[config.mk]
export PLATFORM = sky130hd
export DESIGN_NAME = float32_divider_top
export DESIGN_NICKNAME = d
export VERILOG_FILES = /design/src/rtl/fdiv_pkg.sv /design/src/rtl/fdiv_unit.sv /design/src/rtl/float32_divider_top.sv
export VERILOG_INCLUDE_DIRS = /design/src /design/src/rtl
export SDC_FILE = /design/constraint.sdc
export NUM_CORES = 1
export LEC_CHECK = 0
export ABC_CLOCK_PERIOD_IN_PS = 5400
export BUFFER_PORTS_ARGS = -buffer_cell sky130_fd_sc_hd__buf_2
export CAP_MARGIN = 20
export CORE_UTILIZATION = 35
export DETAILED_ROUTE_END_ITERATION = 8
export PLACE_DENSITY = 0.6
export RECOVER_POWER = 50
export SETUP_SLACK_MARGIN = 0.15
export SLEW_MARGIN = 20
export SYNTH_ARGS = -nofsm -noshare
export SYNTH_HDL_FRONTEND = slang
export SYNTH_SLANG_ARGS = --single-unit
[constraint.sdc]
create_clock -name clk_i -period 5.4 [get_ports clk_i]
set_input_delay 1.08 -clock clk_i [delete_from_list [all_inputs] [get_ports clk_i]]
set_output_delay 1.08 -clock clk_i [all_outputs]
set_load 0.02 [all_outputs]
[src/rtl/assert_macros.svh]
// Assertion macros used by the RTL of the divider's top level.
`ifndef ASSERT_MACROS_SVH
`define ASSERT_MACROS_SVH
`ifndef SYNTH
`define ASSERT_IMPLIES(label, clk, rst_n, cond, prop) \
  label: assert property (@(posedge clk) disable iff (!rst_n) (cond) |-> (prop)) \
    else $error("assertion failed");
`define ASSERT_NEXT(label, clk, rst_n, cond, prop) \
  label: assert property (@(posedge clk) disable iff (!rst_n) (cond) |=> (prop)) \
    else $error("assertion failed");
`else
`define ASSERT_IMPLIES(label, clk, rst_n, cond, prop)
`define ASSERT_NEXT(label, clk, rst_n, cond, prop)
`endif
`endif

[src/rtl/fdiv_pkg.sv]
// Types and constants of the single-precision divider.
package fdiv_pkg;
  localparam int unsigned SigW = 24;
  localparam int unsigned NumW = 48;
  localparam int unsigned ExpW = 11;
  localparam int unsigned CntW = 6;
  localparam logic [7:0] ExpMax = 8'hFF;
  localparam logic [ExpW-1:0] ExpBias = 11'd127;
  localparam logic [CntW-1:0] DivLast = 6'd47;

  typedef enum logic [1:0] {
    StIdle,
    StDiv,
    StNorm,
    StDone
  } state_e;
endpackage

[src/rtl/fdiv_unit.sv]
// Restoring divider step: one compare and conditional subtract per cycle.
module fdiv_unit (
  input  logic [fdiv_pkg::SigW-1:0] rem_i,
  input  logic                      bit_i,
  input  logic [fdiv_pkg::SigW-1:0] div_i,
  output logic [fdiv_pkg::SigW-1:0] rem_o,
  output logic                      q_o
);
  logic [fdiv_pkg::SigW:0] trial;
  logic [fdiv_pkg::SigW:0] diff;

  assign trial = {rem_i, bit_i};
  assign diff  = trial - {1'b0, div_i};
  assign q_o   = (trial >= {1'b0, div_i});
  assign rem_o = q_o ? diff[fdiv_pkg::SigW-1:0] : trial[fdiv_pkg::SigW-1:0];
endmodule

[src/rtl/float32_divider_top.sv]
// Top level of the iterative single-precision divider.
// A beat is accepted in the idle state, then the single restoring
// compare-and-subtract unit forms 48 quotient bits (one per step), then
// one-bit normalization shifts run, and the result is then offered on the
// output; zero operands go from the idle state straight to the output state.
// The block takes no new beat until the result has been taken.
`include "assert_macros.svh"
module float32_divider_top (
  input  logic        clk_i,
  input  logic        rst_ni,
  input  logic [31:0] dividend_i,
  input  logic [31:0] divisor_i,
  input  logic        in_valid_i,
  output logic        in_ready_o,
  output logic [31:0] quotient_o,
  output logic        out_valid_o,
  input  logic        out_ready_i
);
  fdiv_pkg::state_e state_q, state_d;
  logic [fdiv_pkg::NumW-1:0] num_q, num_d;
  logic [fdiv_pkg::SigW-1:0] rem_q, rem_d;
  logic [fdiv_pkg::SigW-1:0] div_q, div_d;
  logic signed [fdiv_pkg::ExpW-1:0] exp_q, exp_d;
  logic [fdiv_pkg::CntW-1:0] cnt_q, cnt_d;
  logic sign_q, sign_d;
  logic [31:0] quot_q, quot_d;

  logic [7:0] exp_a, exp_b;
  logic a_zero, b_zero, special, norm_done;
  logic [fdiv_pkg::SigW-1:0] sig_a, sig_b, rem_next;
  logic [fdiv_pkg::ExpW-1:0] ea, eb;
  logic q_bit;

  assign exp_a  = dividend_i[30:23];
  assign exp_b  = divisor_i[30:23];
  assign a_zero = (dividend_i[30:0] == 31'd0);
  assign b_zero = (divisor_i[30:0] == 31'd0);
  assign special = a_zero || b_zero;
  assign sig_a = {(exp_a != 8'd0), dividend_i[22:0]};
  assign sig_b = {(exp_b != 8'd0), divisor_i[22:0]};
  assign ea = (exp_a == 8'd0) ? 11'd1 : {3'd0, exp_a};
  assign eb = (exp_b == 8'd0) ? 11'd1 : {3'd0, exp_b};
  assign norm_done = (num_q[47:24] == 24'd0) && num_q[23];

  fdiv_unit u_unit (
    .rem_i (rem_q),
    .bit_i (num_q[fdiv_pkg::NumW-1]),
    .div_i (div_q),
    .rem_o (rem_next),
    .q_o   (q_bit)
  );

  always_comb begin
    num_d  = num_q;
    rem_d  = rem_q;
    div_d  = div_q;
    exp_d  = exp_q;
    cnt_d  = cnt_q;
    sign_d = sign_q;
    quot_d = quot_q;
    case (state_q)
      fdiv_pkg::StIdle: begin
        if (in_valid_i) begin
          sign_d = dividend_i[31] ^ divisor_i[31];
          if (a_zero && b_zero) begin
            quot_d = {1'b0, fdiv_pkg::ExpMax, 23'd1};
          end else if (a_zero) begin
            quot_d = {dividend_i[31] ^ divisor_i[31], 31'd0};
          end else if (b_zero) begin
            quot_d = {dividend_i[31] ^ divisor_i[31], fdiv_pkg::ExpMax, 23'd0};
          end
          num_d = {sig_a, 24'd0};
          rem_d = '0;
          div_d = sig_b;
          exp_d = $signed(ea - eb + fdiv_pkg::ExpBias);
          cnt_d = fdiv_pkg::DivLast;
        end
      end
      fdiv_pkg::StDiv: begin
        num_d = {num_q[fdiv_pkg::NumW-2:0], q_bit};
        rem_d = rem_next;
        cnt_d = cnt_q - 6'd1;
      end
      fdiv_pkg::StNorm: begin
        if (num_q[47:24] != 24'd0) begin
          num_d = {1'b0, num_q[fdiv_pkg::NumW-1:1]};
          exp_d = exp_q + 11'sd1;
        end else if (!num_q[23]) begin
          num_d = {num_q[fdiv_pkg::NumW-2:0], 1'b0};
          exp_d = exp_q - 11'sd1;
        end else if (exp_q >= 11'sd255) begin
          quot_d = {sign_q, fdiv_pkg::ExpMax, 23'd0};
        end else if (exp_q <= 11'sd0) begin
          quot_d = {sign_q, 31'd0};
        end else begin
          quot_d = {sign_q, exp_q[7:0], num_q[22:0]};
        end
      end
      default: ;
    endcase
  end

  always_comb begin
    state_d = state_q;
    case (state_q)
      fdiv_pkg::StIdle: begin
        if (in_valid_i) begin
          state_d = special ? fdiv_pkg::StDone : fdiv_pkg::StDiv;
        end
      end
      fdiv_pkg::StDiv: begin
        if (cnt_q == 6'd0) begin
          state_d = fdiv_pkg::StNorm;
        end
      end
      fdiv_pkg::StNorm: begin
        if (norm_done) begin
          state_d = fdiv_pkg::StDone;
        end
      end
      fdiv_pkg::StDone: begin
        if (out_ready_i) begin
          state_d = fdiv_pkg::StIdle;
        end
      end
      default: state_d = fdiv_pkg::StIdle;
    endcase
  end

  always_comb begin
    in_ready_o  = 1'b0;
    out_valid_o = 1'b0;
    case (state_q)
      fdiv_pkg::StIdle: in_ready_o = 1'b1;
      fdiv_pkg::StDone: out_valid_o = 1'b1;
      default: ;
    endcase
  end

  assign quotient_o = quot_q;

  always_ff @(posedge clk_i or negedge rst_ni) begin
    if (!rst_ni) begin
      state_q <= fdiv_pkg::StIdle;
      cnt_q   <= '0;
    end else begin
      state_q <= state_d;
      cnt_q   <= cnt_d;
    end
  end

  always_ff @(posedge clk_i) begin
    num_q  <= num_d;
    rem_q  <= rem_d;
    div_q  <= div_d;
    exp_q  <= exp_d;
    sign_q <= sign_d;
    quot_q <= quot_d;
  end

  `ASSERT_IMPLIES(a_ready_excl, clk_i, rst_ni, in_ready_o, !out_valid_o)
  `ASSERT_IMPLIES(a_rem_below, clk_i, rst_ni, state_q == fdiv_pkg::StDiv, rem_q < div_q)
  `ASSERT_NEXT(a_out_hold, clk_i, rst_ni, out_valid_o && !out_ready_i, out_valid_o && $stable(quotient_o))
  `ASSERT_NEXT(a_div_to_norm, clk_i, rst_ni, state_q == fdiv_pkg::StDiv && cnt_q == 6'd0, state_q == fdiv_pkg::StNorm)
endmodule

After elaboration in Yosys (flattened, before gate mapping)
Index checks and enable logic that the tools add are counted.
- output and inout bits: 34
- register bits after elaboration: 148
- word-level logic and storage cells: 85
- reductions and logical operators: 23
- bitwise gates (word level): 1
- equal/unequal tests: 11
- magnitude comparators: 3
- add/sub/neg operators: 6
- multiplexer cells: 32
- operators with widths (kind ; number):
    $mux 32 ; 6
    $mux 48 ; 3
    $pmux 48 s3 ; 1
    $pmux 32 s2 ; 1
    $logic_not 31->1 ; 2
    $mux 31 ; 2
    $mux 24 ; 2
    $pmux 24 s2 ; 1
    $mux 11 ; 3
    $ge 25x24->1 ; 1
    $logic_not 24->1 ; 1
    $reduce_bool 24->1 ; 1
    $sub 24x24->24 ; 1
    $pmux 11 s2 ; 1
    $logic_not 8->1 ; 2
    $mux 8 ; 2
    $reduce_bool 8->1 ; 2
    $ne 2x2->1 const B ; 6
    $pmux 6 s2 ; 1
    $add 11x2->11 const B ; 1
    $ge 11x9->1 const B ; 1
    $le 11x1->1 const B ; 1
    $sub 11x2->11 const B ; 1
    $add 9x8->10 const B ; 1
    21 further kinds ; 32

Depth between registers and ports, before layout
Gate-level depths: netlist of run 1.
- depth after elaboration: 6
- gate-level depth with buffers: 13

Cells and area by module
From an unflattened synthesis of run 1, not the netlist that was laid out.
- cells, all modules: 863
- area total of the unflattened synthesis: 9287.7 um2
- by module, submodules not included (module ; area an instance (um2) ; instances ; sequential area each (um2) ; cells an instance):
    float32_divider_top ; 7596.0 ; 1 ; 4404.2 ; 640
    fdiv_unit ; 1691.6 ; 1 ; 0.0 ; 223

Worst setup path before layout of run 1
OpenSTA, ideal clock, no wires.
- kind: in2reg
- start: input port dividend_i[27]
- end: register quot_q[0] (netlist: quotient_o[0]), enable pin
- setup slack: 307 ps
- path buffers: 0
- stages: 7
- data arrival time: 4623 ps
- path through: or4_1 -> nor2_1 -> nand3_1 -> nor2_1 -> nor2_1 -> o21a_1 -> a211oi_1
- longest elaborated chain between the ends: 4
- ends and longest elaborated chain (what ; RTL line ; source):
    start: declaration ; float32_divider_top.sv:11 ; input logic [31:0] dividend_i,
    $logic_not 31->1 (*) ; float32_divider_top.sv:36 ; assign a_zero = (dividend_i[30:0] == 31'd0);
    $logic_and 1x1->1 ; float32_divider_top.sv:65 ; if (a_zero && b_zero) begin
    $ne 4x4->1 (no line) (*) ; n/a ;
    $reduce_and 5->1 (no line) (*) ; n/a ;
    end signal: assignment ; float32_divider_top.sv:158 ; quot_q <= quot_d;
    end: declaration ; float32_divider_top.sv:26 ; logic [31:0] quot_q, quot_d;
Every way passes the cells marked *; elsewhere a longest branch is shown, timed or not.
A chain may end at the register's enable or synchronous reset.

Worst setup path in the final report of run 1
- start: register state_q[0]
- end: register num_q[44] (netlist name), enable pin
- longest elaborated chain between the ends: 3
- elaborated cells between the ends (all ways): 7
- classes of those cells: eq/ne: 4; reduce/logical: 3
- ends and longest elaborated chain (what ; RTL line ; source):
    start: declaration ; float32_divider_top.sv:19 ; fdiv_pkg::state_e state_q, state_d;
    start signal: assignment ; float32_divider_top.sv:144 ; state_q <= fdiv_pkg::StIdle;
    start signal: assignment ; float32_divider_top.sv:147 ; state_q <= state_d;
    $eq 2x2->1 (tied with other cells) ; float32_divider_top.sv:61 ; case (state_q)
    $ne 3x3->1 (no line) (tied with other cells) ; n/a ;
    $reduce_and 3->1 (no line) (*) ; n/a ;
    end signal: assignment ; float32_divider_top.sv:153 ; num_q <= num_d;
    end: declaration ; float32_divider_top.sv:20 ; logic [fdiv_pkg::NumW-1:0] num_q, num_d;
Marked as above.

==> flow_metrics.env, run 1 <==
export IMPL_synth_top_cell_by_area="edfxtp_1"
export IMPL_crit_top_cell="inv_1"
export IMPL_tightest_slew_ns=1.890
export IMPL_first_iter_violations=341
export IMPL_slew_viol_final=173
export IMPL_fin_cells=1275
export IMPL_io_pins=102
export IMPL_portBuffers=101
export IMPL_synth_nets=964
export IMPL_rsz0062_at_grt="no"
export IMPL_crit_slowest_cell="clkbuf_1"
export IMPL_nFillCells=2435
export IMPL_area_growth_pct=14.96
export IMPL_dieArea_sq_mm=0.02605
export IMPL_ys_ff_latch=148
export IMPL_fmax_mhz=227.4
export IMPL_die_h_um=161.4
export IMPL_synth_enable_flop_cells=140
export IMPL_finalCriticalPeriod_ns=4.398
export IMPL_first_global_vias=6535
export IMPL_die_w_um=161.4
export IMPL_crit_path_end_kind="flop"
export IMPL_p_leak_nw=3.913
export IMPL_synth_area_sq_mm=0.008892
export IMPL_syn_inst=845
export IMPL_cts_resized=0
export IMPL_setup_violations=0
export IMPL_dr_total_vias=6623
export IMPL_rr_endpoint="num_q[44]$_DFFE_PP_"
export IMPL_fin_setup_tns_ns=0
export IMPL_yosysWarnings=0
export IMPL_maxCapViolations=5
export IMPL_violations="capacitance limit, slew limit"
export IMPL_startpoint_type="flop"
export IMPL_synthFlopType="edfxtp_1"
export IMPL_synthTopCellsByArea="edfxtp_1 (47%), ha_1 (6.9%), a22oi_1 (3.7%), nor2_1 (3.5%), a21oi_1 (3.0%)"
export IMPL_first_pass_iters=5
export IMPL_via_per_inst=5.195
export IMPL_peakVddDrop_v=0.0002914
export IMPL_r2r_start="state_q[0]$_DFFE_PN0P_"
export IMPL_timing_slew_headroom_pct=-25.99
export IMPL_place_congestion=0.8174
export IMPL_hpwlAfterDp_um=14650
export IMPL_cp_slowest_stage_delay_ns=1.18
export IMPL_crit_path_max_fanout=47
export IMPL_tritoncts="yes"
export IMPL_place_inst=1241
export IMPL_crit_start="state_q[0]$_DFFE_PN0P_"
export IMPL_wl_um=20550
export IMPL_status="finished with violations"
export IMPL_avgSynthCellArea_sq_um=10.52
export IMPL_pwr_density_cell_mw_per_mm2=642.1
export IMPL_clk_pin_slew_ns=0.07
export IMPL_cts_htree_levels=4
export IMPL_row_count=57
export IMPL_hold_violations=0
export IMPL_cts_sinks=148
export IMPL_timing_critical_path_required_ns=5.32
export IMPL_ys_types=65
export IMPL_layout_drive_gt1_share_pct=10.22
export IMPL_cts_hold_buf=0
export IMPL_path_class="reg2reg"
export IMPL_cts_buffer_depth=2
export IMPL_nets=1055
export IMPL_reg2reg_slack_ns=1.00
export IMPL_clockRootBuffer="clkbuf_16"
export IMPL_hold_path_class="reg2reg"
export IMPL_drc=0
export IMPL_arrival_ns=4.32
export IMPL_gr_usage_all_layers_pct=16.18
export IMPL_core_area_sq_mm=0.02460
export IMPL_yosysTopAreaCellShare_pct=47.28
export IMPL_synth_async_reset_ratio_pct=5.405
export IMPL_synth_seq_area_share_pct=49.53
export IMPL_rr_worst_depth=7
export IMPL_yosysMostFrequentCell="edfxtp_1"
export IMPL_path_cells="inv_1 -> ha_1 -> clkbuf_1 -> inv_1 -> nor2_1 -> nor3_2 -> clkbuf_2"
export IMPL_grt_pass1_wl_um=33150
export IMPL_seq_area_sq_mm=0.004404
export IMPL_route_antenna_remaining_nets=0
export IMPL_start_util_pct=36.14
export IMPL_wl_per_cell_um=16.12
export IMPL_grt_max_degree=50
export IMPL_postCtsSetupBuffers=0
export IMPL_synth_common_cells="edfxtp_1 (140), nor2_1 (84), a21oi_1 (53)"
export IMPL_crit_path_end="num_q[44]$_DFFE_PP_"
export IMPL_antenna_found_initial=1
export IMPL_skew_ns=0.01589
export IMPL_grt_overflow=0
export IMPL_clk_latency_ns=0.43
export IMPL_period_share_pct=81.44
export IMPL_multi_input_area_sq_mm=0.004143
export IMPL_cts_made_buffers=17
power breakdown:
group	internal [mW]	leakage (nW)	total, mW	switching (mW)
logic	1.12	2.15	3.00	1.88
registers	2.05	1.48	2.38	0.330
clock network	0.687	0.275	1.19	0.501
state kept, by name, summed over array words and instances (netlist names):
signal      flops
sign_q          1
div_q          24
exp_q          11
state_q         2
cnt_q           6
quotient_o     32
num_q          48
rem_q          24
layout make-up:
class / instances / share of cell area (%)
Sequential cell: 148 / 43.08
Clock inverter: 14 / 1.469
Clock buffer: 18 / 4.198
Antenna cell: 2 / 0.04896
Inverter: 49 / 1.799
Timing Repair Buffer: 113 / 4.908
Multi-Input combinational cell: 607 / 40.53
Tap cell: 324 / 3.966
cells in the final DEF (no fill, tap or decap), drive strengths merged, types with 12 or more instances in the layout:
cell    count
nor2b      31
a21o       16
a21oi      56
nor2       85
mux2i      17
inv        55
clkbuf     77
and2       24
nand2      43
buf        54
o21ai      37
nand3      12
ha         49
xor2       19
a22oi      44
edfxtp    140
xnor2      23
nor3       17
nor4       22
worst min-delay path by stage:
stage / end / start / cells past startpoint / slack (ns)
after floorplan: cnt_q[0]$_DFFE_PN0P_ / cnt_q[0]$_DFFE_PN0P_ / 1 / 0.48
after detailed placement: cnt_q[5]$_DFFE_PN0P_ / cnt_q[5]$_DFFE_PN0P_ / 2 / 0.51
after CTS: state_q[1]$_DFFE_PN0P_ / rst_ni / 1 / 0.49
after global routing: cnt_q[0]$_DFFE_PN0P_ / cnt_q[0]$_DFFE_PN0P_ / 1 / 0.57
final: cnt_q[0]$_DFFE_PN0P_ / cnt_q[0]$_DFFE_PN0P_ / 1 / 0.52
after global placement: cnt_q[0]$_DFFE_PN0P_ / cnt_q[0]$_DFFE_PN0P_ / 1 / 0.50
critical path: cells and delay by family, from the launching register on:
kind | cells | cell delay [ns]
adder cells (fa/ha/maj) | 1 | 0.48
AND/OR/NAND/NOR | 2 | 0.38
flip-flops | 1 | 0.41
buffers and inverters | 4 | 2.58
per-layer routing:
layer | GRT usage (%) | up-vias | routed length [um] | share of wire [%]
li1 | - | 3335 | - | -
met1 | 21.35 | 3121 | 9728 | 47
met2 | 26.70 | 148 | 9637 | 47
met3 | 3.236 | 19 | 912 | 4.4
met4 | 4.931 | 0 | 270 | 1.3
met5 | 0 | - | 0 | 0
cells by family after synthesis:
kind of cell	count (synthesis)	synth area share, %
multiplexers	17	1.914
adder cells (fa/ha/maj)	51	7.345
buffers and inverters	90	4.109
AND/OR/NAND/NOR	270	15.38
XOR/XNOR	42	4.137
flip-flops	148	49.53
AO/OA/AOI/OAI	227	17.59
through the flow:
stage / setup slack, ns / hold WS [ns] / power [mW] / util, % / instance area (sq um)
after CTS: 1.653 / 0.4856 / 6.640 / 41.92 / 10310
after global routing: 0.6404 / 0.5665 / 7.054 / 41.53 / 10220
after global placement: 1.463 / 0.5013 / 5.407 / 39.56 / 9734
final: 1.002 / 0.5195 / 6.564 / 41.55 / 10220
after floorplan: 0.3071 / 0.4799 / 4.659 / - / 8892
after detailed placement: 1.405 / 0.5087 / 5.432 / 39.56 / 9734
Note: power is estimated with default switching activity, not from simulation.
==> inputs of run 2 (changes only) <==
--- a/config.mk
+++ b/config.mk
@@ -6,12 +6,12 @@
 export SDC_FILE = /design/constraint.sdc
 export NUM_CORES = 1
 export LEC_CHECK = 0
-export ABC_CLOCK_PERIOD_IN_PS = 5400
+export ABC_CLOCK_PERIOD_IN_PS = 4150
 export BUFFER_PORTS_ARGS = -buffer_cell sky130_fd_sc_hd__buf_2
 export CAP_MARGIN = 20
 export CORE_UTILIZATION = 35
 export DETAILED_ROUTE_END_ITERATION = 8
-export PLACE_DENSITY = 0.6
+export PLACE_DENSITY = 0.58
 export RECOVER_POWER = 50
 export SETUP_SLACK_MARGIN = 0.15
 export SLEW_MARGIN = 20
==> constraint.sdc (replaced) <==
create_clock -name clk_i -period 4.15 [get_ports clk_i]
set_input_delay 0.83 -clock clk_i [delete_from_list [all_inputs] [get_ports clk_i]]
set_output_delay 0.83 -clock clk_i [all_outputs]
set_load 0.02 [all_outputs]
==> flow_metrics.env, run 2 (synthesized netlist as in run 1, its figures left out) <==
export IMPL_cts_hold_buf=0
export IMPL_path_cells="nor4_1 -> nand4_1 -> nand3b_1 -> inv_1 -> clkbuf_1 -> ha_1 -> nor2b_1 -> o21a_1 -> o21ai_0 -> a211o_1 -> o21ai_0 -> xnor2_1 -> o21ai_0"
export IMPL_setup_violations=0
export IMPL_cts_buffer_depth=2
export IMPL_startpoint_type="flop"
export IMPL_via_per_inst=5.166
export IMPL_wl_per_cell_um=15.91
export IMPL_first_pass_iters=4
export IMPL_switching_share_pct=41.36
export IMPL_p_int_mw=4.982
export IMPL_path_class="reg2reg"
export IMPL_dr_total_vias=6602
export IMPL_nets=1060
export IMPL_crit_path_end_kind="flop"
export IMPL_crit_path_end="exp_q[10]$_DFFE_PP_"
export IMPL_route_antenna_remaining_nets=0
export IMPL_rsz0062_at_grt="no"
export IMPL_rr_worst_depth=13
export IMPL_cts_resized=0
export IMPL_skew_ns=0.01243
export IMPL_layout_common_cells="edfxtp_1 (140), nor2_1 (83), clkbuf_1 (66)"
export IMPL_violations="capacitance limit, slew limit"
export IMPL_portBuffers=101
export IMPL_crit_slowest_cell="edfxtp_1"
export IMPL_n_antenna_cell=0
export IMPL_regMostFlops="num_q"
export IMPL_fmax_mhz=286.4
export IMPL_crit_start="num_q[47]$_DFFE_PP_"
export IMPL_clock_power_share_pct=17.3
export IMPL_power_frac_seq_pct=36.2
export IMPL_postCtsSetupBuffers=0
export IMPL_final_common_cell="edfxtp_1"
export IMPL_final_area_sq_mm=0.01024
export IMPL_hold_path_class="in2async"
export IMPL_first_iter_violations=309
export IMPL_clk_pin_slew_ns=0.07
export IMPL_grt_max_degree=48
export IMPL_clk_latency_ns=0.42
export IMPL_largest_register_ffs=48
export IMPL_cts_htree_levels=4
export IMPL_hpwlAfterDp_um=14810
export IMPL_period_share_pct=84.13
export IMPL_die_h_um=161.4
export IMPL_cts_sinks=148
export IMPL_hold_violations=0
export IMPL_share_comb_of_total_power_pct=46.5
export IMPL_die_w_um=161.4
export IMPL_total_power_mw=8.496
export IMPL_gr_usage_all_layers_pct=16.10
export IMPL_timing_slew_headroom_pct=-6.252
export IMPL_first_global_vias=6569
export IMPL_place_inst=1246
export IMPL_fin_setup_tns_ns=0
export IMPL_crit_cells=13
export IMPL_place_area_sq_mm=0.009791
export IMPL_pwr_density_cell_mw_per_mm2=829.3
export IMPL_cts_made_buffers=17
export IMPL_layout_drive_gt1_share_pct=10.27
export IMPL_slew_viol_final=28
export IMPL_clockRootBuffer="clkbuf_16"
export IMPL_crit_path_max_fanout=9
export IMPL_grt_pass1_wl_um=33310
export IMPL_crit_family="compound AO/OA/AOI/OAI gates"
export IMPL_timing_critical_path_required_ns=4.30
export IMPL_row_count=57
export IMPL_io_pins=102
export IMPL_grt_overflow=0
export IMPL_arrival_ns=3.64
export IMPL_area_growth_pct=15.21
export IMPL_p_leak_nw=3.920
export IMPL_core_area_sq_mm=0.02460
export IMPL_place_congestion=0.8259
export IMPL_finalCriticalPeriod_ns=3.492
export IMPL_fin_cells=1278
export IMPL_tritoncts="yes"
export IMPL_power_switching_mw=3.514
export IMPL_antenna_found_initial=0
export IMPL_peakVddDrop_v=0.0003586
export IMPL_post_route_util_pct=41.64
export IMPL_path_buf_inv=2
export IMPL_wl_um=20330
export IMPL_drc=0
export IMPL_start_util_pct=36.14
export IMPL_crit_top_cell="o21ai_0"
export IMPL_tightest_slew_ns=1.594
export IMPL_r2r_start="num_q[47]$_DFFE_PP_"
export IMPL_maxCapViolations=1
export IMPL_rr_endpoint="exp_q[10]$_DFFE_PP_"
export IMPL_reg2reg_slack_ns=0.66
export IMPL_status="finished with violations"
export IMPL_dieArea_sq_mm=0.02605
export IMPL_cp_slowest_stage_delay_ns=0.49
[run 2: final cells by class]
cell class	count	area, sq um
clock inverter	13	126.4
tap	324	405.4
inverter	49	183.9
multi-input combinational	607	4149
fill	2430	14360
timing repair buffer	118	543.0
sequential	148	4404
clock buffer	19	432.9
[run 2: how the worst min path moves through the flow]
stage	to	startpoint	cells after the start	slack [ns]
finish	cnt_q[3]$_DFFE_PN0P_	rst_ni	1	0.34
global route	cnt_q[4]$_DFFE_PN0P_	rst_ni	1	0.37
CTS	cnt_q[3]$_DFFE_PN0P_	rst_ni	1	0.24
detailed placement	cnt_q[5]$_DFFE_PN0P_	cnt_q[5]$_DFFE_PN0P_	2	0.51
global placement	cnt_q[0]$_DFFE_PN0P_	cnt_q[0]$_DFFE_PN0P_	1	0.50
floorplan	cnt_q[0]$_DFFE_PN0P_	cnt_q[0]$_DFFE_PN0P_	1	0.48
[run 2: per-layer routing]
metal | track usage [%] | up-vias | wire length (um)
met5 | 0 | - | 0
met4 | 3.902 | 0 | 183
met3 | 2.645 | 11 | 675
met2 | 27.80 | 122 | 9828
met1 | 20.95 | 3133 | 9641
li1 | - | 3336 | -
[run 2: power groups by stage]
stage          Sequential, mW  Combinational (mW)  Clock (mW)
6_report                 3.08                3.95        1.47
5_1_grt                  3.17                4.42        1.55
4_1_cts                  3.07                4.06        1.50
3_5_place_dp             3.09                4.04           0
3_3_place_gp             3.09                4.02           0
2_1_floorplan            3.12                2.93           0
[run 2: stage by stage]
stage / hold slack [ns] / setup WS (ns)
detailed placement: 0.5141 / 0.4454
global placement: 0.5014 / 0.4959
finish: 0.3448 / 0.6584
floorplan: 0.4799 / 0.4158
CTS: 0.2444 / 0.8094
global route: 0.3690 / 0.2911
